## config.mk

```make
export PLATFORM = sky130hd
export DESIGN_NAME = length_prefixed_message_deframer_top
export DESIGN_NICKNAME = d
export VERILOG_FILES = /design/src/rtl/core/lpmd_pkg.sv /design/src/rtl/core/lpmd_parser.sv /design/src/rtl/core/lpmd_outreg.sv /design/src/rtl/core/length_prefixed_message_deframer_top.sv
export SDC_FILE = /design/constraint.sdc
export NUM_CORES = 1
export LEC_CHECK = 0
export BUFFER_PORTS_ARGS = -buffer_cell sky130_fd_sc_hd__buf_2
export CORE_ASPECT_RATIO = 1.2
export CORE_UTILIZATION = 61
export CTS_CLUSTER_DIAMETER = 120
export DETAILED_ROUTE_END_ITERATION = 16
export GPL_TIMING_DRIVEN = 1
export MAX_ROUTING_LAYER = met4
export PLACE_DENSITY = 0.81
export SETUP_SLACK_MARGIN = 0.1
export SYNTH_ARGS = -nofsm -noshare
export SYNTH_HDL_FRONTEND = slang
export SYNTH_SLANG_ARGS = --single-unit
```

## constraint.sdc

```tcl
create_clock -name clk_i -period 4 [get_ports clk_i]
set_clock_uncertainty 0.05 [all_clocks]
set_input_delay 0.4 -clock clk_i [delete_from_list [all_inputs] [get_ports clk_i]]
set_output_delay 0.4 -clock clk_i [all_outputs]
set_load 0.05 [all_outputs]
```

## src/rtl/core/lpmd_pkg.sv

```systemverilog
package lpmd_pkg;

  // Total length values with this bit set are treated as zero
  localparam logic [31:0] LEN_TOP_BIT = 32'h8000_0000;

  typedef enum logic [3:0] {
    PH_LEN  = 4'b0001,
    PH_ID   = 4'b0010,
    PH_BODY = 4'b0100,
    PH_FAIL = 4'b1000
  } phase_e;

  typedef struct packed {
    logic [7:0]  body_byte;
    logic [31:0] message_id;
    logic        body_last;
    logic        length_error;
  } lpmd_res_t;

endpackage

```

## src/rtl/core/lpmd_parser.sv

```systemverilog
module lpmd_parser import lpmd_pkg::*; #(
  parameter int LENGTH_BYTES = 4,
  parameter int ID_BYTES     = 4
) (
  input  logic       clk_i,
  input  logic       rst_ni,
  input  logic       take_i,
  input  logic [7:0] data_byte_i,
  output logic       res_valid_o,
  output lpmd_res_t  res_o
);

  localparam logic [31:0] HDR_LEN  = 32'(LENGTH_BYTES + ID_BYTES);
  localparam logic [1:0]  LEN_LAST = 2'(LENGTH_BYTES - 1);
  localparam logic [1:0]  ID_LAST  = 2'(ID_BYTES - 1);

  phase_e      phase_q, phase_d;
  logic [1:0]  count_q, count_d;
  logic [31:0] length_q, length_d;
  logic [31:0] id_q, id_d;
  logic [30:0] rem_q, rem_d;

  logic [31:0] len_shift;
  logic [31:0] len_eff;
  logic [30:0] rem_dec;

  assign len_shift = {length_q[23:0], data_byte_i};
  assign len_eff   = (len_shift & LEN_TOP_BIT) != 32'd0 ? 32'd0 : len_shift;
  assign rem_dec   = rem_q - 31'd1;

  always_comb begin
    phase_d     = phase_q;
    count_d     = count_q;
    length_d    = length_q;
    id_d        = id_q;
    rem_d       = rem_q;
    res_valid_o = 1'b0;
    res_o       = '0;
    if (take_i) begin
      unique case (phase_q)
        PH_LEN: begin
          length_d = len_shift;
          count_d  = count_q + 2'd1;
          if (count_q == LEN_LAST) begin
            count_d = 2'd0;
            if (len_eff <= HDR_LEN) begin
              phase_d            = PH_FAIL;
              res_valid_o        = 1'b1;
              res_o.length_error = 1'b1;
            end else begin
              rem_d   = 31'(len_eff - HDR_LEN);
              id_d    = '0;
              phase_d = PH_ID;
            end
          end
        end
        PH_ID: begin
          // id arrives low byte first
          id_d    = id_q | ({24'd0, data_byte_i} << {count_q, 3'b000});
          count_d = count_q + 2'd1;
          if (count_q == ID_LAST) begin
            count_d = 2'd0;
            phase_d = PH_BODY;
          end
        end
        PH_BODY: begin
          rem_d            = rem_dec;
          res_valid_o      = 1'b1;
          res_o.body_byte  = data_byte_i;
          res_o.message_id = id_q;
          res_o.body_last  = (rem_dec == 31'd0);
          if (rem_dec == 31'd0) begin
            phase_d  = PH_LEN;
            count_d  = 2'd0;
            length_d = '0;
          end
        end
        PH_FAIL: begin
          // sticky until reset, bytes are dropped
        end
        default: begin
          phase_d = PH_FAIL;
        end
      endcase
    end
  end

  always_ff @(posedge clk_i or negedge rst_ni) begin
    if (!rst_ni) begin
      phase_q  <= PH_LEN;
      count_q  <= '0;
      length_q <= '0;
      id_q     <= '0;
      rem_q    <= '0;
    end else begin
      phase_q  <= phase_d;
      count_q  <= count_d;
      length_q <= length_d;
      id_q     <= id_d;
      rem_q    <= rem_d;
    end
  end

  a_fail_sticky: assert property (@(posedge clk_i) disable iff (!rst_ni)
    phase_q == PH_FAIL |=> phase_q == PH_FAIL)
    else $error("failed state left without reset");

  a_body_nonempty: assert property (@(posedge clk_i) disable iff (!rst_ni)
    phase_q == PH_BODY |-> rem_q != 31'd0)
    else $error("body phase with no bytes left");

  a_err_from_len: assert property (@(posedge clk_i) disable iff (!rst_ni)
    res_valid_o && res_o.length_error |=> phase_q == PH_FAIL)
    else $error("length error did not enter failed state");

endmodule

```

## src/rtl/core/lpmd_outreg.sv

```systemverilog
module lpmd_outreg import lpmd_pkg::*; (
  input  logic      clk_i,
  input  logic      rst_ni,
  input  logic      load_i,
  input  lpmd_res_t res_i,
  input  logic      out_stall_i,
  output logic      out_valid_o,
  output lpmd_res_t res_o
);

  logic      valid_q, valid_d;
  lpmd_res_t res_q;

  always_comb begin
    valid_d = valid_q;
    if (load_i) begin
      valid_d = 1'b1;
    end else if (!out_stall_i) begin
      valid_d = 1'b0;
    end
  end

  always_ff @(posedge clk_i or negedge rst_ni) begin
    if (!rst_ni) begin
      valid_q <= 1'b0;
    end else begin
      valid_q <= valid_d;
    end
  end

  always_ff @(posedge clk_i) begin
    if (load_i) begin
      res_q <= res_i;
    end
  end

  assign out_valid_o = valid_q;
  assign res_o       = res_q;

  a_no_overwrite: assert property (@(posedge clk_i) disable iff (!rst_ni)
    load_i |-> !(valid_q && out_stall_i))
    else $error("held result overwritten");

endmodule

```

## src/rtl/core/length_prefixed_message_deframer_top.sv

```systemverilog
// A body beat or error result is registered and becomes valid in the cycle after its input beat is accepted.
// Throughput: one input beat per cycle while in_stall_o is low; header beats produce no result, except a length error.
// The single output register is refilled in the cycle it drains, so input stalls only
// while a result sits unread with out_stall_i high.
// Reset clears the parser to length collection and empties the output register; after a
// length error all input beats are dropped until the next reset.
module length_prefixed_message_deframer_top import lpmd_pkg::*; #(
  parameter int LENGTH_BYTES = 4,
  parameter int ID_BYTES     = 4
) (
  input  logic        clk_i,
  input  logic        rst_ni,
  input  logic        in_valid_i,
  output logic        in_stall_o,
  input  logic [7:0]  data_byte_i,
  output logic        out_valid_o,
  input  logic        out_stall_i,
  output logic [7:0]  body_byte_o,
  output logic [31:0] message_id_o,
  output logic        body_last_o,
  output logic        length_error_o
);

  logic      take;
  logic      res_valid;
  lpmd_res_t res;
  lpmd_res_t res_out;

  assign in_stall_o = out_valid_o && out_stall_i;
  assign take       = in_valid_i && !in_stall_o;

  lpmd_parser #(
    .LENGTH_BYTES(LENGTH_BYTES),
    .ID_BYTES    (ID_BYTES)
  ) u_parser (
    .clk_i      (clk_i),
    .rst_ni     (rst_ni),
    .take_i     (take),
    .data_byte_i(data_byte_i),
    .res_valid_o(res_valid),
    .res_o      (res)
  );

  lpmd_outreg u_outreg (
    .clk_i      (clk_i),
    .rst_ni     (rst_ni),
    .load_i     (res_valid),
    .res_i      (res),
    .out_stall_i(out_stall_i),
    .out_valid_o(out_valid_o),
    .res_o      (res_out)
  );

  assign body_byte_o    = res_out.body_byte;
  assign message_id_o   = res_out.message_id;
  assign body_last_o    = res_out.body_last;
  assign length_error_o = res_out.length_error;

endmodule
```

# After elaboration in Yosys (flattened, before gate mapping)
# Index checks and enable logic that the tools add are counted.
op_classes:
  addsub: 3
  magnitude_cmp: 1
  n_eq_ne: 10
  shifts: 1
  mux: 23
  bitwise_logic: 2
  n_reduce_logical: 15
op_table:
  columns: ["operator", "n"]
  rows:
  - ["$mux 31", 3]
  - ["$mux 32", 2]
  - ["$pmux 32 s2", 1]
  - ["$pmux 31 s2", 1]
  - ["$pmux 24 s2", 1]
  - ["$le 32x4->1 const B", 1]
  - ["$or 32x32->32", 1]
  - ["$shl 8x5->32", 1]
  - ["$logic_not 31->1", 1]
  - ["$sub 31x1->31 const B", 1]
  - ["$sub 31x4->31 const B", 1]
  - ["$mux 24", 1]
  - ["$mux 4", 4]
  - ["$pmux 4 s4", 1]
  - ["$ne 2x1->1 const B", 4]
  - ["$reduce_and 4->1", 2]
  - ["$reduce_and 3->1", 2]
  - ["$reduce_bool 2->1", 3]
  - ["$mux 1", 5]
  - ["$reduce_and 5->1", 1]
  - ["$eq 4x1->1 const B", 1]
  - ["$eq 4x2->1 const B", 1]
  - ["$eq 4x3->1 const B", 1]
  - ["$eq 4x4->1 const B", 1]
  - ["11 further kinds", 14]
totals:
  regBits: 136
  in_bits: 12
  out_inout_bits: 44
  wordCells: 65

# Logic depth before layout (Yosys ltp)
# Gate-level depths: netlist of run 1.
logic_depth:
  depth_word: 7
  mapped_depth: 12

# Hierarchy
# From an unflattened synthesis of run 1, not the netlist that was laid out.
unflattened:
  hier_cells: 773
  area_unflattened_um2: 7158.1
by_module_without_submodules:
  columns: ["mod", "n_inst", "cells_per_inst", "area_each_um2"]
  rows:
  - ["lpmd_parser", 1, 727, 5850.6]
  - ["lpmd_outreg", 1, 44, 1293.7]
  - ["length_prefixed_message_deframer_top", 1, 2, 13.8]

# Worst setup path before layout of run 1
# OpenSTA, ideal clock, no wires.
synth_timing:
  kind: "register to register"
  start: "register u_parser.rem_q[21]"
  end: "register u_outreg.res_q (netlist bit u_outreg.res_o[1]) (data pin)"
  setup_ps: 182
  arrival_time_ps: 3121
  t_required_ps: 3768
  slack_ps: 647
  stages_incl_launch_ff: 8
  period_less_slack_ps: 3353
  cell_sequence: "dfrtp_1 -> or4_1 -> or4_1 -> nor4_1 -> mux2_2 -> o31ai_1 -> or3b_1 -> nor4b_1"
synth_via:
  elab_chain_len: 2
synth_rtl:
  columns: ["element", "line", "rtl"]
  rows:
  - ["start, declared", "lpmd_parser.sv:21", "logic [30:0] rem_q, rem_d;"]
  - ["start signal, assigned", "lpmd_parser.sv:100", "rem_q <= rem_d;"]
  - ["$sub 31x1->31", "lpmd_parser.sv:29", "assign rem_dec = rem_q - 31'd1;"]
  - ["$logic_not 31->1", "lpmd_parser.sv:71", "res_o.body_last = (rem_dec == 31'd0);"]
  - ["end signal, assigned", "lpmd_outreg.sv:33", "res_q <= res_i;"]
  - ["end, declared", "lpmd_outreg.sv:12", "lpmd_res_t res_q;"]
# Every way passes these cells.
# A chain may end at the register's enable or synchronous reset.

# Final worst setup path of run 1
# Ends and elaborated chain as after synthesis.

==> results of run 1 <==
final cells by class:
cell class / instances / area (sq um) / share of cell area (%)
repair buffers: 73 / 425 / 5.04
flip-flops and latches: 136 / 3610 / 42.8
clock inverters: 15 / 158 / 1.87
multi-input cells: 557 / 3590 / 42.5
inverters: 11 / 41.3 / 0.489
clock buffers: 17 / 425 / 5.04
well taps: 157 / 196 / 2.33
power breakdown:
group | leakage (nW) | internal [mW] | switching [mW]
logic | 1.74 | 0.300 | 0.494
registers | 1.65 | 1.60 | 0.246
clock network | 0.280 | 0.881 | 0.671
total | 3.67 | 2.78 | 1.41
state kept, by name (all words and copies together) (netlist names):
register              count
u_outreg.out_valid_o      1
u_outreg.res_o           42
u_parser.count_q          2
u_parser.id_q            32
u_parser.length_q        24
u_parser.phase_q          4
u_parser.rem_q           31
metrics by stage:
stage / total power, mW / utilization [%] / worst slack (ps)
after floorplan: 2.36 / - / 647
after global placement: 2.59 / 66.8 / 329
after detailed placement: 2.62 / 66.8 / 185
after CTS: 4.16 / 71.7 / 103
after global routing: 4.36 / 72.0 / 242
final: 4.19 / 72.0 / 342
per-layer routing:
metal,share of wire [%],track usage [%],vias to the layer above
met1,40,41.9,3158
met4,4.7,17.3,0
li1,-,-,2949
met5,0,-,-
met2,50,55.5,302
met3,6.1,4.97,58
placed cells by master, fill, tap and decap left out, types with 28 or more instances in the layout:
cell type	synthesis	final
and3_1	45	45
nand2_1	38	38
dfrtp_1	93	93
a21oi_1	38	38
buf_2	3	54
a41oi_1	32	32
edfxtp_1	42	42
nor3_1	29	28
nor2_1	82	81
o21ai_0	46	46
worst max-delay path: stages (launching register included):
cell and delay, ps:
dfrtp_1 450, or4_1 540, or4_1 520, nor4_2 330, mux2_2 410, o31ai_4 360, or3b_1 400, nor4b_1 380
synth_stat cells (13+ instances only):
cell      number  area share, %
nor2b_1       13            1.1
and2_4        19            2.2
nor3_1        29            2.0
a21oi_1       38            2.6
mux2_2        22            3.3
clkbuf_1      51            2.6
nand3_1       16            1.1
a41oi_1       32            3.8
nor4_1        22            1.9
o21ai_0       46            3.1
dfrtp_1       93             31
edfxtp_1      42             17
nand2_1       38            1.9
nor2_1        82            4.1
and3_1        45            3.8
worst max path at each step:
stage / start / cells after the start / slack (ps) / to
after floorplan: u_parser.rem_q[21]$_DFFE_PN0P_ / 7 / 650 / u_outreg.res_o[1]$_SDFFCE_PN0P_
after global placement: u_parser.rem_q[21]$_DFFE_PN0P_ / 7 / 330 / u_parser.count_q[1]$_DFFE_PN0P_
after detailed placement: u_parser.rem_q[21]$_DFFE_PN0P_ / 7 / 190 / u_parser.count_q[1]$_DFFE_PN0P_
after CTS: u_parser.rem_q[21]$_DFFE_PN0P_ / 7 / 100 / u_outreg.res_o[1]$_SDFFCE_PN0P_
after global routing: u_parser.rem_q[21]$_DFFE_PN0P_ / 7 / 240 / u_outreg.res_o[1]$_SDFFCE_PN0P_
final: u_parser.rem_q[21]$_DFFE_PN0P_ / 7 / 340 / u_outreg.res_o[1]$_SDFFCE_PN0P_
cells by family (layout without fill, tap and decap cells):
logic type,count (synthesis),in the layout,synth area share [%]
simple gates,319,320,23.9
compound gates,197,197,18.0
flops,136,136,48.6
buf+inv,71,116,3.84
mux,23,23,3.47
xor+xnor,13,13,1.53
fa+ha+maj,4,4,0.673
timing repair:
action                     in CTS  in global routing
setup buffers                   0                  0
hold buffers                    0                  0
setup endpoints to repair       0                 28
resized for setup               0                  3
==> impl_metrics.ini, run 1 <==
[route]
vias = 6467
drcViolationCount = 0
drt_iter0_drc = 579
routed_via_density = 6.69
ant_nets = 0
drt_pass1_iterations = 6
wl_microns = 20000
wl_per_cell_microns = 20.7

[final_layout]
syn_to_final_growth_pct = 13.6
diodes = 0
stdcell_count = 966
fillers = 868
fin_area_sq_um = 8450
drive_above_1_share_pct = 20.4
nNetsFinal = 812

[placed_design]
place.gp.congestion = 0.928
dpl-instance-area_sq_um = 7830
dp.cells = 933
port_buffers = 55
dp_hpwl_microns = 13100

[yosys]
syn_inst = 763
synth_seq_cells = 136
syn_nets = 779
ys_async_sr_fraction_pct = 69.1
syn_avg_cell_area_sq_um = 9.75
ys_warn_count = 0
syn_area_sq_um = 7440
synth-main-ff-cell = dfrtp_1
yosysSeqAreaShare_pct = 48.6
yosysUniqueCellTypes = 73
synth_edf_count = 42

[cts]
cts_made_buffers = 17
htree_levels = 4
tritoncts = done
cts_max_path_buffers = 2
cts_root_buffer = clkbuf_16
cts_sinks = 136
path_clk_slew_ps = 60
clock_latency_ps = 420

[global_routing]
grt_antenna_before_repair = 0
grt_pass1_wl_microns = 31400
grt_max_degree = 89
grt_pass1_vias = 5994
track_usage_pct = 34.3
overflow = 0

[power_and_ir_drop]
p_leak_nw = 3.67
irDropWorstVdd_uv = 336
power_density_nw_per_um2 = 496

[sta]
worst_pin_slew_ps = 1270
grt_setup_unrepaired = no
finalSetupViolCount = 0
slew-limit-headroom_pct = 15.4
slew_viol_final = 0
finalHoldViolCount = 0
post-route-period-util_pct = 91.4
period_needed_ps = 3660
timing.setup.tns_ps = 0
worst_hold_slack_ps = 94.5
max_freq_mhz = 273

[critical_path]
rr_endpoint = u_outreg.res_o[1]$_SDFFCE_PN0P_
required_ps = 4150
reg2reg_from = u_parser.rem_q[21]$_DFFE_PN0P_
ff2ff_path_depth = 7
worstSetupStartpointType = register
reg2reg_slack_ps = 340
cp.arrival_ps = 3810
worstSetupPathType = register to register
crit_path_max_fanout = 7
crit_path_end_kind = register

[floorplanning]
io_pins = 56
start_util_pct = 63.4
rows = 43
fp.dieH_microns = 123
fp.dieW_microns = 103
die_area_sq_um = 12600
coreArea_sq_um = 11700

[job]
drv_cap = 0

[min_path]
hold_path_class = primary input to async pin

[outcome]
status = completed
No activity file was read; power rests on OpenSTA's default activity.
==> run 2, diff against run 1 <==
- BUFFER_PORTS_ARGS: -buffer_cell sky130_fd_sc_hd__buf_2 -> -buffer_cell sky130_fd_sc_hd__buf_4
==> impl_metrics.ini, run 2 (same netlist as run 1, synthesis figures left out) <==
[outcome]
status = completed

[route]
drt_pass1_iterations = 5
drt_iter0_drc = 589
drcViolationCount = 0
routed_via_density = 6.69
ant_nets = 0
wl_per_cell_microns = 20.4
wl_microns = 19700
vias = 6440

[placed_design]
dp.cells = 930
dp_slack_ps = 194
port_buffers = 55
dp_hpwl_microns = 12900
dpl-instance-area_sq_um = 7940
place.gp.congestion = 0.939

[floorplanning]
io_pins = 56
coreArea_sq_um = 11700
rows = 43
start_util_pct = 63.4
fp.dieH_microns = 123
die_area_sq_um = 12600
fp.dieW_microns = 103

[sta]
finalSetupViolCount = 0
layout_setup_ws_ps = 392
post-route-period-util_pct = 90.2
max_freq_mhz = 277
worst_hold_slack_ps = 17.9
slew-limit-headroom_pct = 16.8
slew_viol_final = 0
grt_setup_unrepaired = no
finalHoldViolCount = 0
period_needed_ps = 3610
worst_pin_slew_ps = 1250
timing.setup.tns_ps = 0

[final_layout]
seq_area_sq_um = 3610
drive_above_1_share_pct = 19.9
fillers = 840
final_util_pct = 72.8
nNetsFinal = 808
stdcell_count = 962
largest_reg_flops = 42
syn_to_final_growth_pct = 14.8
diodes = 0
fin_area_sq_um = 8540
final_cell_mix = 93 x dfrtp_1, 81 x nor2_1, 69 x buf_4
final_common_cell = dfrtp_1
multi_input_area_sq_um = 3570

[cts]
cts_root_buffer = clkbuf_16
tritoncts = done
clock_latency_ps = 430
cts_setup_buffers = 0
htree_levels = 4
hold_buffers = 0
path_clk_slew_ps = 70
cts_made_buffers = 17
cts_resized = 0
cts_max_path_buffers = 2
cts_sinks = 136

[power_and_ir_drop]
clkPwrFrac_pct = 37.1
p_int_mw = 2.77
p_comb_share_pct = 18.8
power_density_nw_per_um2 = 491
p_total_mw = 4.19
p_leak_nw = 3.70
irDropWorstVdd_uv = 282
seqPwrFrac_pct = 44.1
p_sw_share_pct = 33.9
switchingPower_mw = 1.42

[critical_path]
rr_endpoint = u_parser.count_q[1]$_DFFE_PN0P_
crit_path_frequent_cell = or4_1
crit_chain = or4_1 -> or4_1 -> nor4_2 -> mux2_2 -> o31ai_1 -> nand4_4 -> a31o_2
crit_path_end_kind = register
required_ps = 4260
crit_slowest_cell = or4_1
cp.arrival_ps = 3870
worstSetupPathType = register to register
worstSetupStartpointType = register
endpoint = u_parser.count_q[1]$_DFFE_PN0P_
crit_path_max_fanout = 27
ff2ff_path_depth = 7
reg2reg_from = u_parser.rem_q[21]$_DFFE_PN0P_
critPathMaxStageDelay_ps = 520
crit_start = u_parser.rem_q[21]$_DFFE_PN0P_
reg2reg_slack_ps = 390

[global_routing]
grt_max_degree = 89
grt_pass1_wl_microns = 30900
track_usage_pct = 34.0
grt_pass1_vias = 5955
overflow = 0
grt_antenna_before_repair = 0

[min_path]
hold_path_class = primary input to async pin

[job]
drv_cap = 0
==> run 2: changes by cell type in the layout (fill, tap and decap cells not counted) <==
cell	before	now
buf_2	54	0
buf_4	18	69
clkinv_1	0	1
clkinv_2	1	0
clkinvlp_4	3	2
inv_6	3	5
inv_8	5	4
nand4_2	1	0
nor4_1	21	20
nor4_2	1	2
o31ai_1	3	4
o31ai_4	1	0
==> run 2: final cells by class <==
type | instances | share of cell area [%]
repair buffers | 70 | 6.30
flip-flops and latches | 136 | 42.3
well taps | 157 | 2.30
clock buffers | 17 | 4.98
inverters | 11 | 0.484
clock inverters | 15 | 1.82
multi-input cells | 556 | 41.8
==> run 2: metal layers <==
layer | track usage (%) | share of wire [%] | vias to the layer above | wire (microns)
li1 | - | - | 2933 | -
met5 | - | 0 | - | 0
met2 | 54.6 | 49 | 340 | 9720
met3 | 5.48 | 7.3 | 58 | 1430
met4 | 16.8 | 4.4 | 0 | 864
met1 | 41.6 | 39 | 3109 | 7640
==> run 2: worst min-delay path by stage <==
stage / from / endpoint / cells past startpoint
global placement: u_parser.id_q[27]$_DFFE_PN0P_ / u_parser.id_q[27]$_DFFE_PN0P_ / 2
CTS: rst_ni / u_parser.rem_q[8]$_DFFE_PN0P_ / 1
finish: rst_ni / u_parser.rem_q[8]$_DFFE_PN0P_ / 1
floorplan: rst_ni / u_outreg.out_valid_o$_DFFE_PN0P_ / 0
detailed placement: u_parser.id_q[11]$_DFFE_PN0P_ / u_parser.id_q[11]$_DFFE_PN0P_ / 2
global route: rst_ni / u_parser.rem_q[8]$_DFFE_PN0P_ / 1
==> run 2: power by group through the flow <==
stage	clock network (mW)	logic, mW	registers, mW
6_report	1.56	0.789	1.85
2_1_floorplan	0	0.600	1.76
3_5_place_dp	0	0.764	1.86
3_3_place_gp	0	0.743	1.84
4_1_cts	1.56	0.774	1.84
5_1_grt	1.62	0.873	1.88
==> run 2: critical path, delay by kind of cell, from the launching register on <==
kind	cells	cell delay [ps]
flip-flops	1	430
multiplexers	1	380
AO/OA/AOI/OAI	2	830
AND/OR/NAND/NOR	4	1800
